**config.mk**
```make
export PLATFORM = sky130hd
export DESIGN_NAME = spi_header_sync_and_budget_core_flat
export DESIGN_NICKNAME = d
export VERILOG_FILES = /design/src/shsb_pkg.sv /design/src/shsb_if.sv /design/src/spi_header_sync_and_budget_core.sv /design/src/flat_wrapper.sv
export VERILOG_INCLUDE_DIRS = /design/src /design/src/src
export SDC_FILE = /design/constraint.sdc
export NUM_CORES = 1
export LEC_CHECK = 0
export BUFFER_PORTS_ARGS = -buffer_cell sky130_fd_sc_hd__buf_2
export CAP_MARGIN = 0
export CORE_AREA = 2 2 170 172
export DETAILED_ROUTE_END_ITERATION = 8
export DIE_AREA = 0 0 172 174
export PLACE_DENSITY = 0.67
export RECOVER_POWER = 25
export SLEW_MARGIN = 20
export SYNTH_ARGS = -nofsm -noshare
export SYNTH_HDL_FRONTEND = slang
export SYNTH_SLANG_ARGS = --single-unit
```
**constraint.sdc**
```tcl
create_clock -name clk -period 12.9 [get_ports clk]
set_input_delay 1.935 -clock clk [delete_from_list [all_inputs] [get_ports clk]]
set_output_delay 1.935 -clock clk [all_outputs]
set_load 0.01 [all_outputs]
```
**src/spi_header_sync_and_budget_core_macros.svh**
```systemverilog
// ----------------------------------------------------------------------------
// SPI header sync and budget - assertion macros
// Shared concurrent assertion forms, clocked on clk with synchronous reset.
// ----------------------------------------------------------------------------
`ifndef SPI_HEADER_SYNC_AND_BUDGET_CORE_MACROS_SVH
`define SPI_HEADER_SYNC_AND_BUDGET_CORE_MACROS_SVH

// Same-cycle implication, disabled while in reset
`define SHSB_ASSERT_IMP(label, ante, cons) \
  label: assert property (@(posedge clk) disable iff (!rst_n) (ante) |-> (cons)) \
    else $error("shsb check failed");

// Next-cycle implication, disabled while in reset
`define SHSB_ASSERT_NXT(label, ante, cons) \
  label: assert property (@(posedge clk) disable iff (!rst_n) (ante) |=> (cons)) \
    else $error("shsb check failed");

`endif

```
**src/shsb_pkg.sv**
```systemverilog
// ----------------------------------------------------------------------------
// SPI header sync and budget - package
// Request and status codes, phase encoding, item structs and helpers.
// ----------------------------------------------------------------------------
`default_nettype none

package shsb_pkg;

  // Defaults and fixed constants
  localparam int          NUM_CHANNELS_DEF = 2;
  localparam int          HEADER_BYTES     = 8;
  localparam logic [15:0] HEADER_BYTES_W   = 16'(HEADER_BYTES);
  localparam logic [15:0] SYNC_MARKER      = 16'hFECA;
  localparam logic [14:0] MAX_WORDS0_RST   = 15'd1024;
  localparam logic [14:0] MAX_WORDS1_RST   = 15'd20480;
  localparam logic [13:0] SYNC_LIMIT_RST   = 14'd10000;

  // Request codes
  typedef enum logic [1:0] {
    REQ_START = 2'd0,
    REQ_WORD  = 2'd1,
    REQ_XFER  = 2'd2,
    REQ_END   = 2'd3
  } req_t;

  // Result status codes
  typedef enum logic [3:0] {
    ST_OK         = 4'd0,
    ST_HUNTING    = 4'd1,
    ST_WORD_TAKEN = 4'd2,
    ST_HDR_DONE   = 4'd3,
    ST_SYNC_FAIL  = 4'd4,
    ST_CLAMPED    = 4'd5,
    ST_PADDED     = 4'd6,
    ST_UNEXPECTED = 4'd7,
    ST_REST_UNLIM = 4'd8
  } status_t;

  // Configuration register indexes
  typedef enum logic [1:0] {
    CFG_MAX_WORDS0 = 2'd0,
    CFG_MAX_WORDS1 = 2'd1,
    CFG_SYNC_LIMIT = 2'd2
  } cfg_idx_t;

  // Header phase, one-hot
  typedef enum logic [4:0] {
    PH_IDLE = 5'b00001,
    PH_HUNT = 5'b00010,
    PH_ATN  = 5'b00100,
    PH_TX   = 5'b01000,
    PH_RX   = 5'b10000
  } phase_t;

  // Accepted request
  typedef struct packed {
    logic [1:0]  req_type;
    logic        chan;
    logic [15:0] rx_word;
    logic [15:0] req_bytes;
    logic        use_rest;
  } in_item_t;

  // Result item
  typedef struct packed {
    logic [3:0]  status;
    logic [15:0] byte_count;
    logic [7:0]  atn_code;
    logic [15:0] budget_left;
    logic        budget_limited;
  } out_item_t;

  // Header word count to byte count: swap, cap, double, drop header bytes
  function automatic logic [15:0] count_to_bytes(input logic [15:0] word,
                                                 input logic [14:0] cap);
    logic [15:0] swapped;
    logic [14:0] capped;
    logic [15:0] doubled;
    swapped = {word[7:0], word[15:8]};
    capped  = (swapped > {1'b0, cap}) ? cap : swapped[14:0];
    doubled = {capped, 1'b0};
    return (doubled >= HEADER_BYTES_W) ? (doubled - HEADER_BYTES_W) : 16'd0;
  endfunction

endpackage

`default_nettype wire

```
**src/shsb_if.sv**
```systemverilog
// ----------------------------------------------------------------------------
// SPI header sync and budget - channel interfaces
// Valid/ready request, result and configuration write channels.
// ----------------------------------------------------------------------------
`default_nettype none

// Request channel
interface shsb_in_if;
  logic        valid;
  logic        ready;
  logic [1:0]  req_type;
  logic        chan;
  logic [15:0] rx_word;
  logic [15:0] req_bytes;
  logic        use_rest;

  modport source (output valid, req_type, chan, rx_word, req_bytes, use_rest,
                  input ready);
  modport sink   (input valid, req_type, chan, rx_word, req_bytes, use_rest,
                  output ready);
endinterface

// Result channel
interface shsb_out_if;
  logic        valid;
  logic        ready;
  logic [3:0]  status;
  logic [15:0] byte_count;
  logic [7:0]  atn_code;
  logic [15:0] budget_left;
  logic        budget_limited;

  modport source (output valid, status, byte_count, atn_code, budget_left,
                  budget_limited, input ready);
  modport sink   (input valid, status, byte_count, atn_code, budget_left,
                  budget_limited, output ready);
endinterface

// Configuration write channel
interface shsb_cfg_if;
  logic        valid;
  logic        ready;
  logic [1:0]  index;
  logic [14:0] data;

  modport source (output valid, index, data, input ready);
  modport sink   (input valid, index, data, output ready);
endinterface

`default_nettype wire

```
**src/spi_header_sync_and_budget_core.sv**
```systemverilog
// ----------------------------------------------------------------------------
// SPI header sync and budget core
// Per-chip-select header hunt, header decode and transfer byte budgeting.
// ----------------------------------------------------------------------------
// Usage:
//  in_ch   : requests (start, header word, transfer, end) for one chip select.
//  out_ch  : exactly one result per request, in request order.
//  cfg_ch  : register writes (word caps per channel, sync limit); always ready,
//            write only while no request is in flight.
//  Path    : an accepted request is held in the input register, then its
//            result is registered in the output register for out_ch.
//  Rate    : one request per cycle unless out_ch stalls. The per-channel state
//            update is a compare, clamp and subtract done in the cycle the
//            request leaves the input register, so back-to-back requests on
//            the same channel see each other's results.
//  Stall   : while out_ch is stalled, the input register still takes one more
//            request; in_ch.ready drops once both registers hold items.
//  Reset   : rst_n (synchronous, active low) empties both registers, puts all
//            channels idle with unlimited budget and loads the default caps
//            and sync limit.
// ----------------------------------------------------------------------------
`default_nettype none

`include "spi_header_sync_and_budget_core_macros.svh"

module spi_header_sync_and_budget_core
  import shsb_pkg::*;
#(
  parameter int NUM_CHANNELS = NUM_CHANNELS_DEF
) (
  input  logic        clk,
  input  logic        rst_n,
  shsb_in_if.sink     in_ch,
  shsb_out_if.source  out_ch,
  shsb_cfg_if.sink    cfg_ch
);

  localparam logic [1:0] NCH = 2'(NUM_CHANNELS);

  // Configuration registers
  logic [14:0] max_words0_r, max_words0_nxt;
  logic [14:0] max_words1_r, max_words1_nxt;
  logic [13:0] sync_limit_r, sync_limit_nxt;

  // Pipeline registers
  in_item_t    s1_r;
  logic        s1_valid_r, s1_valid_nxt;
  out_item_t   out_r, out_nxt;
  logic        out_valid_r, out_valid_nxt;
  logic        s1_go;
  logic        in_take;

  // Per-channel state
  phase_t      phase_r   [NUM_CHANNELS];
  phase_t      phase_nxt [NUM_CHANNELS];
  logic [13:0] miss_r    [NUM_CHANNELS];
  logic [13:0] miss_nxt  [NUM_CHANNELS];
  logic [7:0]  atn_r     [NUM_CHANNELS];
  logic [7:0]  atn_nxt   [NUM_CHANNELS];
  logic [15:0] txp_r     [NUM_CHANNELS];
  logic [15:0] txp_nxt   [NUM_CHANNELS];
  logic [15:0] bud_r     [NUM_CHANNELS];
  logic [15:0] bud_nxt   [NUM_CHANNELS];
  logic        bval_r    [NUM_CHANNELS];
  logic        bval_nxt  [NUM_CHANNELS];

  // Selected channel view and its update
  logic [1:0]  sel_idx;
  logic        chan_ok;
  phase_t      cur_phase, new_phase;
  logic [13:0] cur_miss, new_miss;
  logic [7:0]  cur_atn, new_atn;
  logic [15:0] cur_txp, new_txp;
  logic [15:0] cur_bud, new_bud;
  logic        cur_bval, new_bval;
  logic [14:0] cap;
  logic [14:0] miss_inc;
  logic [15:0] word_bytes;
  status_t     res_status;
  logic [15:0] res_bytes;

  // Handshakes
  assign s1_go        = s1_valid_r && (!out_valid_r || out_ch.ready);
  assign in_ch.ready  = !s1_valid_r || s1_go;
  assign in_take      = in_ch.valid && in_ch.ready;
  assign cfg_ch.ready = 1'b1;

  // Configuration writes
  always_comb begin
    max_words0_nxt = max_words0_r;
    max_words1_nxt = max_words1_r;
    sync_limit_nxt = sync_limit_r;
    if (cfg_ch.valid) begin
      unique case (cfg_idx_t'(cfg_ch.index))
        CFG_MAX_WORDS0: max_words0_nxt = cfg_ch.data;
        CFG_MAX_WORDS1: max_words1_nxt = cfg_ch.data;
        CFG_SYNC_LIMIT: sync_limit_nxt = cfg_ch.data[13:0];
        default: ;
      endcase
    end
  end

  // Read the addressed channel's state
  assign sel_idx = {1'b0, s1_r.chan};
  assign chan_ok = sel_idx < NCH;

  always_comb begin
    cur_phase = PH_IDLE;
    cur_miss  = '0;
    cur_atn   = '0;
    cur_txp   = '0;
    cur_bud   = '0;
    cur_bval  = 1'b0;
    for (int c = 0; c < NUM_CHANNELS; c++) begin
      if (sel_idx == 2'(c)) begin
        cur_phase = phase_r[c];
        cur_miss  = miss_r[c];
        cur_atn   = atn_r[c];
        cur_txp   = txp_r[c];
        cur_bud   = bud_r[c];
        cur_bval  = bval_r[c];
      end
    end
  end

  assign cap        = s1_r.chan ? max_words1_r : max_words0_r;
  assign miss_inc   = {1'b0, cur_miss} + 15'd1;
  assign word_bytes = count_to_bytes(s1_r.rx_word, cap);

  // Request processing for the addressed channel
  always_comb begin
    new_phase  = cur_phase;
    new_miss   = cur_miss;
    new_atn    = cur_atn;
    new_txp    = cur_txp;
    new_bud    = cur_bud;
    new_bval   = cur_bval;
    res_status = ST_OK;
    res_bytes  = '0;
    unique case (req_t'(s1_r.req_type))
      REQ_START: begin
        new_bval   = 1'b0;
        new_bud    = '0;
        new_miss   = '0;
        new_phase  = PH_HUNT;
        res_status = ST_HUNTING;
      end
      REQ_WORD: begin
        unique case (cur_phase)
          PH_HUNT: begin
            if (s1_r.rx_word == SYNC_MARKER) begin
              new_phase  = PH_ATN;
              res_status = ST_WORD_TAKEN;
            end else if (miss_inc >= {1'b0, sync_limit_r}) begin
              new_phase  = PH_IDLE;
              new_miss   = '0;
              res_status = ST_SYNC_FAIL;
            end else begin
              new_miss   = miss_inc[13:0];
              res_status = ST_HUNTING;
            end
          end
          PH_ATN: begin
            new_atn    = s1_r.rx_word[15:8];
            new_phase  = PH_TX;
            res_status = ST_WORD_TAKEN;
          end
          PH_TX: begin
            new_txp    = word_bytes;
            new_phase  = PH_RX;
            res_status = ST_WORD_TAKEN;
          end
          PH_RX: begin
            new_bud    = (cur_txp > word_bytes) ? cur_txp : word_bytes;
            new_bval   = 1'b1;
            new_phase  = PH_IDLE;
            res_status = ST_HDR_DONE;
          end
          default: res_status = ST_UNEXPECTED;
        endcase
      end
      REQ_XFER: begin
        if (s1_r.use_rest) begin
          if (cur_bval) begin
            res_bytes = cur_bud;
            new_bud   = '0;
          end else begin
            res_status = ST_REST_UNLIM;
          end
        end else if (cur_bval && (s1_r.req_bytes > cur_bud)) begin
          res_bytes  = cur_bud;
          new_bud    = '0;
          res_status = ST_CLAMPED;
        end else begin
          res_bytes = s1_r.req_bytes;
          if (cur_bval) begin
            new_bud = cur_bud - s1_r.req_bytes;
          end
        end
      end
      REQ_END: begin
        if (cur_bval && (cur_bud != 16'd0)) begin
          res_bytes  = cur_bud;
          res_status = ST_PADDED;
        end
        new_bval = 1'b0;
        new_bud  = '0;
      end
      default: res_status = ST_UNEXPECTED;
    endcase
  end

  // Write back to the addressed channel
  always_comb begin
    for (int c = 0; c < NUM_CHANNELS; c++) begin
      phase_nxt[c] = phase_r[c];
      miss_nxt[c]  = miss_r[c];
      atn_nxt[c]   = atn_r[c];
      txp_nxt[c]   = txp_r[c];
      bud_nxt[c]   = bud_r[c];
      bval_nxt[c]  = bval_r[c];
      if (s1_go && chan_ok && (sel_idx == 2'(c))) begin
        phase_nxt[c] = new_phase;
        miss_nxt[c]  = new_miss;
        atn_nxt[c]   = new_atn;
        txp_nxt[c]   = new_txp;
        bud_nxt[c]   = new_bud;
        bval_nxt[c]  = new_bval;
      end
    end
  end

  // Result and valid flags
  always_comb begin
    out_nxt = out_r;
    if (s1_go) begin
      if (chan_ok) begin
        out_nxt.status         = res_status;
        out_nxt.byte_count     = res_bytes;
        out_nxt.atn_code       = new_atn;
        out_nxt.budget_left    = new_bval ? new_bud : 16'd0;
        out_nxt.budget_limited = new_bval;
      end else begin
        out_nxt                = '0;
        out_nxt.status         = ST_UNEXPECTED;
      end
    end
    s1_valid_nxt  = in_take ? 1'b1 : (s1_go ? 1'b0 : s1_valid_r);
    out_valid_nxt = s1_go ? 1'b1 : (out_ch.ready ? 1'b0 : out_valid_r);
  end

  // Control and configuration registers
  always_ff @(posedge clk) begin
    if (!rst_n) begin
      s1_valid_r   <= 1'b0;
      out_valid_r  <= 1'b0;
      max_words0_r <= MAX_WORDS0_RST;
      max_words1_r <= MAX_WORDS1_RST;
      sync_limit_r <= SYNC_LIMIT_RST;
    end else begin
      s1_valid_r   <= s1_valid_nxt;
      out_valid_r  <= out_valid_nxt;
      max_words0_r <= max_words0_nxt;
      max_words1_r <= max_words1_nxt;
      sync_limit_r <= sync_limit_nxt;
    end
  end

  // Payload registers
  always_ff @(posedge clk) begin
    if (in_take) begin
      s1_r <= '{req_type:  in_ch.req_type,
                chan:      in_ch.chan,
                rx_word:   in_ch.rx_word,
                req_bytes: in_ch.req_bytes,
                use_rest:  in_ch.use_rest};
    end
    out_r <= out_nxt;
  end

  // Channel state registers
  always_ff @(posedge clk) begin
    for (int c = 0; c < NUM_CHANNELS; c++) begin
      if (!rst_n) begin
        phase_r[c] <= PH_IDLE;
        miss_r[c]  <= '0;
        atn_r[c]   <= '0;
        txp_r[c]   <= '0;
        bud_r[c]   <= '0;
        bval_r[c]  <= 1'b0;
      end else begin
        phase_r[c] <= phase_nxt[c];
        miss_r[c]  <= miss_nxt[c];
        atn_r[c]   <= atn_nxt[c];
        txp_r[c]   <= txp_nxt[c];
        bud_r[c]   <= bud_nxt[c];
        bval_r[c]  <= bval_nxt[c];
      end
    end
  end

  // Output port
  assign out_ch.valid          = out_valid_r;
  assign out_ch.status         = out_r.status;
  assign out_ch.byte_count     = out_r.byte_count;
  assign out_ch.atn_code       = out_r.atn_code;
  assign out_ch.budget_left    = out_r.budget_left;
  assign out_ch.budget_limited = out_r.budget_limited;

  // Assertions
  `SHSB_ASSERT_NXT(a_s1_held, s1_valid_r && !s1_go, s1_valid_r)
  `SHSB_ASSERT_IMP(a_unlim_zero,
                   out_valid_r && !out_r.budget_limited,
                   out_r.budget_left == 16'd0)
  `SHSB_ASSERT_IMP(a_clamp_empties,
                   out_valid_r && (out_r.status == ST_CLAMPED),
                   out_r.budget_limited && (out_r.budget_left == 16'd0))

  for (genvar g = 0; g < NUM_CHANNELS; g++) begin : g_lane_chk
    `SHSB_ASSERT_NXT(a_start_hunts,
                     s1_go && chan_ok && (s1_r.req_type == REQ_START) &&
                       (sel_idx == 2'(g)),
                     phase_r[g] == PH_HUNT)
  end

endmodule

`default_nettype wire
```
**src/flat_wrapper.sv**
```systemverilog
// flat-port wrapper written by rule: the top's interface ports become plain ports
module spi_header_sync_and_budget_core_flat import shsb_pkg::*;
#(
  parameter int NUM_CHANNELS = NUM_CHANNELS_DEF
)
  (clk, rst_n, in_ch_valid, in_ch_req_type, in_ch_chan, in_ch_rx_word, in_ch_req_bytes, in_ch_use_rest, in_ch_ready, out_ch_valid, out_ch_status, out_ch_byte_count, out_ch_atn_code, out_ch_budget_left, out_ch_budget_limited, out_ch_ready, cfg_ch_valid, cfg_ch_index, cfg_ch_data, cfg_ch_ready);
  shsb_in_if in_ch_i ();
  shsb_out_if out_ch_i ();
  shsb_cfg_if cfg_ch_i ();
  input  logic clk;
  input  logic rst_n;
  input wire logic [$bits(in_ch_i.valid)-1:0] in_ch_valid;
  input wire logic [$bits(in_ch_i.req_type)-1:0] in_ch_req_type;
  input wire logic [$bits(in_ch_i.chan)-1:0] in_ch_chan;
  input wire logic [$bits(in_ch_i.rx_word)-1:0] in_ch_rx_word;
  input wire logic [$bits(in_ch_i.req_bytes)-1:0] in_ch_req_bytes;
  input wire logic [$bits(in_ch_i.use_rest)-1:0] in_ch_use_rest;
  output wire logic [$bits(in_ch_i.ready)-1:0] in_ch_ready;
  output wire logic [$bits(out_ch_i.valid)-1:0] out_ch_valid;
  output wire logic [$bits(out_ch_i.status)-1:0] out_ch_status;
  output wire logic [$bits(out_ch_i.byte_count)-1:0] out_ch_byte_count;
  output wire logic [$bits(out_ch_i.atn_code)-1:0] out_ch_atn_code;
  output wire logic [$bits(out_ch_i.budget_left)-1:0] out_ch_budget_left;
  output wire logic [$bits(out_ch_i.budget_limited)-1:0] out_ch_budget_limited;
  input wire logic [$bits(out_ch_i.ready)-1:0] out_ch_ready;
  input wire logic [$bits(cfg_ch_i.valid)-1:0] cfg_ch_valid;
  input wire logic [$bits(cfg_ch_i.index)-1:0] cfg_ch_index;
  input wire logic [$bits(cfg_ch_i.data)-1:0] cfg_ch_data;
  output wire logic [$bits(cfg_ch_i.ready)-1:0] cfg_ch_ready;
  assign in_ch_i.valid = in_ch_valid;
  assign in_ch_i.req_type = in_ch_req_type;
  assign in_ch_i.chan = in_ch_chan;
  assign in_ch_i.rx_word = in_ch_rx_word;
  assign in_ch_i.req_bytes = in_ch_req_bytes;
  assign in_ch_i.use_rest = in_ch_use_rest;
  assign in_ch_ready = in_ch_i.ready;
  assign out_ch_valid = out_ch_i.valid;
  assign out_ch_status = out_ch_i.status;
  assign out_ch_byte_count = out_ch_i.byte_count;
  assign out_ch_atn_code = out_ch_i.atn_code;
  assign out_ch_budget_left = out_ch_i.budget_left;
  assign out_ch_budget_limited = out_ch_i.budget_limited;
  assign out_ch_i.ready = out_ch_ready;
  assign cfg_ch_i.valid = cfg_ch_valid;
  assign cfg_ch_i.index = cfg_ch_index;
  assign cfg_ch_i.data = cfg_ch_data;
  assign cfg_ch_ready = cfg_ch_i.ready;
  spi_header_sync_and_budget_core #(.NUM_CHANNELS(NUM_CHANNELS)) u_core (.clk(clk), .rst_n(rst_n), .in_ch(in_ch_i), .out_ch(out_ch_i), .cfg_ch(cfg_ch_i));
endmodule
```
Word level (Yosys, flattened, before mapping)
Memory sizes are Yosys's and may differ from the RTL's.
Cells that the tools add are included.
{ "totals": {"regBits": 127, "mem_bits_rw": 120, "input_bits": 58, "out_inout_bits": 48, "wordCells": 154, "memories": 6} }
{ "op_classes": {"add_sub_neg": 3, "order_cmp": 6, "eq_ne": 10, "muxes": 79, "n_bitwise": 12, "n_reduce_logical": 23} }
{ "mem_list": {"columns": ["memory", "depth", "word_bits", "read_ports", "rd_clocked_by_memory_dff", "wr", "line", "rtl"], "rows": [
  ["u_core.bud_r", 2, 16, 2, 0, 2, "spi_header_sync_and_budget_core.sv:62", "logic [15:0] bud_r [NUM_CHANNELS];"],
  ["u_core.txp_r", 2, 16, 2, 0, 2, "spi_header_sync_and_budget_core.sv:60", "logic [15:0] txp_r [NUM_CHANNELS];"],
  ["u_core.miss_r", 2, 14, 2, 0, 2, "spi_header_sync_and_budget_core.sv:56", "logic [13:0] miss_r [NUM_CHANNELS];"],
  ["u_core.atn_r", 2, 8, 2, 0, 2, "spi_header_sync_and_budget_core.sv:58", "logic [7:0] atn_r [NUM_CHANNELS];"],
  ["u_core.phase_r", 2, 5, 2, 0, 2, "spi_header_sync_and_budget_core.sv:54", "phase_t phase_r [NUM_CHANNELS];"],
  ["u_core.bval_r", 2, 1, 2, 0, 2, "spi_header_sync_and_budget_core.sv:64", "logic bval_r [NUM_CHANNELS];"]
]} }
{ "op_table": {"columns": ["cell", "n"], "rows": [
  ["$mux W16", 25],
  ["$mux W14", 9],
  ["$mux W8", 8],
  ["$pmux W16 S3", 1],
  ["$mux W5", 8],
  ["$gt A16 B16 Y1", 2],
  ["$pmux W16 S2", 1],
  ["$mux W15", 2],
  ["$pmux W14 S2", 1],
  ["$pmux W5 S4", 1],
  ["$eq A16 B16 Y1 const B", 1],
  ["$ge A16 B4 Y1 const B", 1],
  ["$gt A16 B15 Y1", 1],
  ["$pmux W4 S4", 1],
  ["$reduce_bool A16 Y1", 1],
  ["$sub A16 B16 Y16", 1],
  ["$sub A16 B4 Y16 const B", 1],
  ["$add A14 B1 Y15 const B", 1],
  ["$ge A15 B14 Y1", 1],
  ["$mux W1", 13],
  ["$mux W4", 3],
  ["$or A1 B1 Y1", 12],
  ["$pmux W4 S3", 1],
  ["$pmux W5 S2", 1],
  ["other kinds (16)", 36]
]} }

Longest topological paths before layout
{ "logic_depth": {"word_depth": 11, "mapped_depth": 33, "depth_no_buf": 26} }

Least setup slack after synthesis
OpenSTA, ideal clock, no wires.
{ "synth_path": {"path_type": "flip-flop to flip-flop", "from": "register u_core.s1_r[33] (netlist bit)", "to": "register u_core.out_r (netlist bit u_core.out_ch.budget_left[2]), data pin", "setup_ps": 276, "arrival_ps": 6956, "t_required_ps": 12624, "setup_slack_ps": 5668, "stages_incl_launch_ff": 31, "n_path_buf": 9, "period_less_slack_ps": 7232, "cell_sequence": "edfxtp_1 buf_6 buf_2 buf_4 buf_2 buf_2 buf_2 buf_4 mux2i_1 ha_1 a21oi_1 a21boi_0 o31ai_1 buf_2 nor2_1 a21oi_1 ha_1 nor3b_1 nand4_1 xor2_1 nor2_1 mux2i_1 ha_1 nand4_1 or3_1 nor4_1 a31o_2 clkbuf_1 o32ai_1 a211oi_1 nor2_1"} }
{ "synth_via": {"elab_chain_cells": 9, "elab_cells_between_ends": 31, "classes_between": "2 x add/sub; 5 x order compare; 1 x eq/ne; 20 x mux; 3 x reduce/logical"} }
{ "synth_rtl": {"columns": ["element", "line", "rtl"], "rows": [
  ["start: declaration", "spi_header_sync_and_budget_core.sv:46", "in_item_t s1_r;"],
  ["start signal: assignment", "spi_header_sync_and_budget_core.sv:272", "s1_r <= '{req_type: in_ch.req_type,"],
  ["$mux W15", "spi_header_sync_and_budget_core.sv:126", "assign cap = s1_r.chan ? max_words1_r : max_words0_r;"],
  ["$gt A16 B15 Y1", "shsb_pkg.sv:80", "capped = (swapped > {1'b0, cap}) ? cap : swapped[14:0];"],
  ["$mux W15", "shsb_pkg.sv:80", null],
  ["$sub A16 B4 Y16 or $ge A16 B4 Y1 (tied branches)", "shsb_pkg.sv:82", "return (doubled >= HEADER_BYTES_W) ? (doubled - HEADER_BYTES_W) : 16'd0;"],
  ["$mux W16", "shsb_pkg.sv:82", null],
  ["$gt A16 B16 Y1", "spi_header_sync_and_budget_core.sv:174", "new_bud = (cur_txp > word_bytes) ? cur_txp : word_bytes;"],
  ["$mux W16", "spi_header_sync_and_budget_core.sv:174", null],
  ["$mux W16", "spi_header_sync_and_budget_core.sv:149", "unique case (cur_phase)"],
  ["$pmux W16 S3", "spi_header_sync_and_budget_core.sv:140", "unique case (req_t'(s1_r.req_type))"],
  ["end signal: assignment", "spi_header_sync_and_budget_core.sv:278", "out_r <= out_nxt;"],
  ["end: declaration", "spi_header_sync_and_budget_core.sv:48", "out_item_t out_r, out_nxt;"]
]} }
Several ways; a longest one is shown, not always the timed one.
A chain may end at the register's enable or synchronous reset.

Worst setup path after layout
Ends and elaborated chain as after synthesis.

==> run metrics <==
CTS tree=done; Layout Nets=about 1800; nature of the critical path startpoint=flop; footprint of the multi-input gates=approximately 7400 um2; GP Congestion=0.900; via count=around 12000; post-DP HPWL=approximately 26000 um; Initial Util=about half; Finished Cell Area=between 15000 and 20000 um2; kind of critical path=reg2reg; HP Start=u_core.atn_r[1][5]$_SDFFE_PN0P_; failing checks=capacitance limit, slew limit; Post-synth ARST share=0%; Post-CTS Setup Inserts=0; Max Clk Rate=about 120 MHz; Tightest Pin Transition=between 2 and 3 ns; CTS clk-pin slew, worst paths=around 0.060 ns; largest incremental delay on the critical path=just under 0.9 ns; area of placed instances=14600 um2; Setup Viol. Count Final=0; htree depth=1; Root Driver=clkbuf_16; first-pass GRT wire length=about 60000 um; sequential area share after synthesis=a little over two fifths; crit-path max FO=32; Worst VDD drop=roughly 0.11 mV; ANT cells=0; Fin Setup TNS=0 ns; Clk Latency, worst-skew pair=between 0.5 and 0.6 ns; Core ar.=28200 um2; port bufs=approximately 100; post-synthesis cell area=between 10000 and 15000 um2; DRC Markers=0; Clock Skew=around 0.016 ns; die height=~170 um; full die area=29900 um2; router iterations before antenna repair=7; Max Cap Violations=2; fin. max-slew vios=between 80 and 90; Crit. End Element=flop; fill count=between 2000 and 3000; synth warn=0; Syn Area/Cell=8.71 um2; IO Count=between 100 and 150; Reg area=approximately 5800 um2; internal reg-to-reg setup slack=4.59 ns; EDFF count, synth=82; total CTS buffers=29; final hold vios=0; Overall Global Routing Usage=between 20% and 30%; Hold Path Sink=u_core.atn_r[1][5]$_SDFFE_PN0P_; Area Growth Syn to Fin=12.8%; outcome=complete, but fails checks; CP max stage cell=edfxtp_1; RR Startpoint=u_core.s1_r[33]$_DFFE_PP_; r2r worst-path depth=24; Starting DRT DRC Count=~900; share of cells above drive strength 1=13.8%; Top FF cell, synth=dfxtp_1; Required @ worst endpoint=between 10 and 15 ns; Synth Register Bits=between 200 and 250; critical-path cell list=buf_4 -> mux2_2 -> inv_1 -> ha_1 -> nand4b_1 -> nor3_1 -> a21boi_0 -> o31a_1 -> nand2_1 -> o21ai_0 -> ha_1 -> nor3b_1 -> nand4_1 -> xor2_1 -> nor2_1 -> mux2i_1 -> ha_1 -> nand4_1 -> or3_1 -> a211o_1 -> a31oi_1 -> nor2_1 -> a211oi_1 -> nor2_1; Post-DRT Antenna Nets=0; Die X=172 um; clk buf depth=3; num rows=62; RSZ-0062 raised after global routing=no; max_slew headroom=-78.2%; syn nets=between 1500 and 2000; final worst-path cycle share=approximately 64%; hold_buf cts=0; CTS Sinks=247; Routed wire per std cell=18.1 um; Post-Syn Instances=around 1600; total gr overflow=0; largest net degree at the start of global routing=83; Power Dens Cells=about 130 nW/um2; total of cells resized after clock tree synthesis=0; vias in the first global route=11181; Detailed Route WL=~37000 um; Leakage=between 6 and 7 nW; worst path arrival time=approximately 8.6 ns; Hold/Removal Path Class=reg2reg; initial antenna violation count=0; post-synthesis cell type count=92; Min Clock Period, post-route=approximately 8.3 ns; Hold Path Depth=2; Vias/cell=between 5 and 6; R2R Path End=u_core.out_ch.budget_left[2]$_SDFFCE_PN0P_
-- cell type report --
type	instances	share of cell area, %
clock buffer	49	6.02
timing repair buffer	123	4.23
tap	384	3.09
sequential	247	37.0
inverter	68	1.64
clock inverter	3	0.321
multi-input combinational	1175	47.7
-- synth_stat cells (8+ instances only) --
| cell type | n | area [um2] |
|---|---|---|
| o21ai_0 | 130 | 651 |
| buf_2 | 10 | 50.1 |
| a211oi_1 | 45 | 338 |
| nor2b_1 | 15 | 93.8 |
| ha_1 | 63 | 788 |
| nor2_1 | 111 | 417 |
| mux2_2 | 21 | 236 |
| a21o_1 | 11 | 82.6 |
| a21oi_1 | 176 | 881 |
| o21a_1 | 12 | 90.1 |
| mux2i_1 | 69 | 691 |
| inv_1 | 66 | 248 |
| nand2b_1 | 11 | 68.8 |
| xor2_1 | 11 | 96.3 |
| dfxtp_1 | 165 | 3300 |
| and2_1 | 10 | 62.6 |
| nand3_1 | 30 | 150 |
| and3_1 | 11 | 68.8 |
| o211ai_1 | 9 | 67.6 |
| o31ai_1 | 8 | 60.1 |
| nor3_1 | 30 | 150 |
| o22ai_1 | 10 | 62.6 |
| nand4_1 | 10 | 62.6 |
| edfxtp_1 | 82 | 2460 |
| a31oi_1 | 18 | 113 |
| nor3b_1 | 8 | 60.1 |
| nand2_1 | 206 | 773 |
| o32ai_1 | 8 | 70.1 |
| nor4_1 | 12 | 75.1 |
| xnor2_1 | 22 | 193 |
| clkbuf_1 | 76 | 285 |
-- per-stage QoR --
step / utilization, % / hold WS, ns / cells / setup WS, ns / power, mW
after floorplan: - / 0.433 / 1585 / 5.67 / 1.06
after global placement: 51.6 / 0.439 / 1997 / 4.89 / 1.13
after detailed placement: 51.6 / 0.446 / 1997 / 4.65 / 1.14
after CTS: 55.1 / 0.454 / 2049 / 4.62 / 1.97
after global routing: 55.1 / 0.475 / 2049 / 3.74 / 2.03
final: 55.1 / 0.453 / 2049 / 4.59 / 1.96
-- cells in the final DEF (no fill, tap or decap), drive strengths merged, types with 22 or more instances in the layout --
master  count
a211oi     49
dfxtp     165
mux2i      70
nor3       30
ha         63
edfxtp     82
nor2      111
o21ai     133
inv        68
buf       121
xnor2      22
a21oi     177
clkbuf     51
mux2       22
nand2     206
nand3      31
-- sequential cells by signal, indices dropped and copies added, names as in the netlist, 15 cells and up --
name / count
u_core.bud_r: 32
u_core.txp_r: 32
u_core.max_words1_r: 15
u_core.out_ch.byte_count: 16
u_core.s1_r: 36
u_core.atn_r: 16
u_core.miss_r: 28
u_core.max_words0_r: 15
u_core.out_ch.budget_left: 16
-- critical path, delay by kind of cell (launching register included) --
kind / cells / cell delay, ns
xor gates and xnor gates: 1 / 0.16
and+or+nand+nor: 10 / 2.28
adders and majority gates: 3 / 0.65
DFF: 1 / 0.88
muxes: 2 / 0.78
AOI/OAI and AO/OA: 6 / 2.56
buffers and inverters: 2 / 0.69
-- cell families (layout without fill, tap and decap cells) --
logic type / Yosys count / in the layout / synth area share, %
simple gates: 497 / 497 / 16.9
compound gates: 488 / 488 / 21.7
flops: 247 / 247 / 41.8
buf+inv: 163 / 243 / 4.77
mux: 92 / 92 / 6.92
fa+ha+maj: 64 / 64 / 5.85
xor+xnor: 33 / 33 / 2.09
other cells: 1 / 1 / 0.0272
-- per-layer routing --
layer | vias up | global-route usage, % | share of wire (%)
met5 | - | 0 | 0
met1 | 5638 | 35.0 | 46
met3 | 58 | 3.26 | 5.8
li1 | 5869 | - | -
met4 | 0 | 6.02 | 2.5
met2 | 396 | 40.2 | 45
-- worst max path at each step --
stage / startpoint / endpoint / cells after the start
after detailed placement: u_core.s1_r[33]$_DFFE_PP_ / u_core.out_ch.budget_left[2]$_SDFFCE_PN0P_ / 24
after global placement: u_core.s1_r[33]$_DFFE_PP_ / u_core.out_ch.budget_left[2]$_SDFFCE_PN0P_ / 24
after CTS: u_core.s1_r[33]$_DFFE_PP_ / u_core.out_ch.budget_left[2]$_SDFFCE_PN0P_ / 24
after floorplan: u_core.s1_r[33]$_DFFE_PP_ / u_core.out_ch.budget_left[2]$_SDFFCE_PN0P_ / 30
final: u_core.s1_r[33]$_DFFE_PP_ / u_core.out_ch.budget_left[2]$_SDFFCE_PN0P_ / 24
after global routing: u_core.s1_r[33]$_DFFE_PP_ / u_core.out_ch.budget_left[5]$_SDFFCE_PN0P_ / 24
-- power by group --
| part | internal [mW] | switching, mW | total (mW) |
|---|---|---|---|
| registers | 0.837 | 0.0249 | 0.862 |
| clock network | 0.511 | 0.320 | 0.831 |
| logic | 0.0975 | 0.167 | 0.264 |
Note: power is estimated with default switching activity, not from simulation.
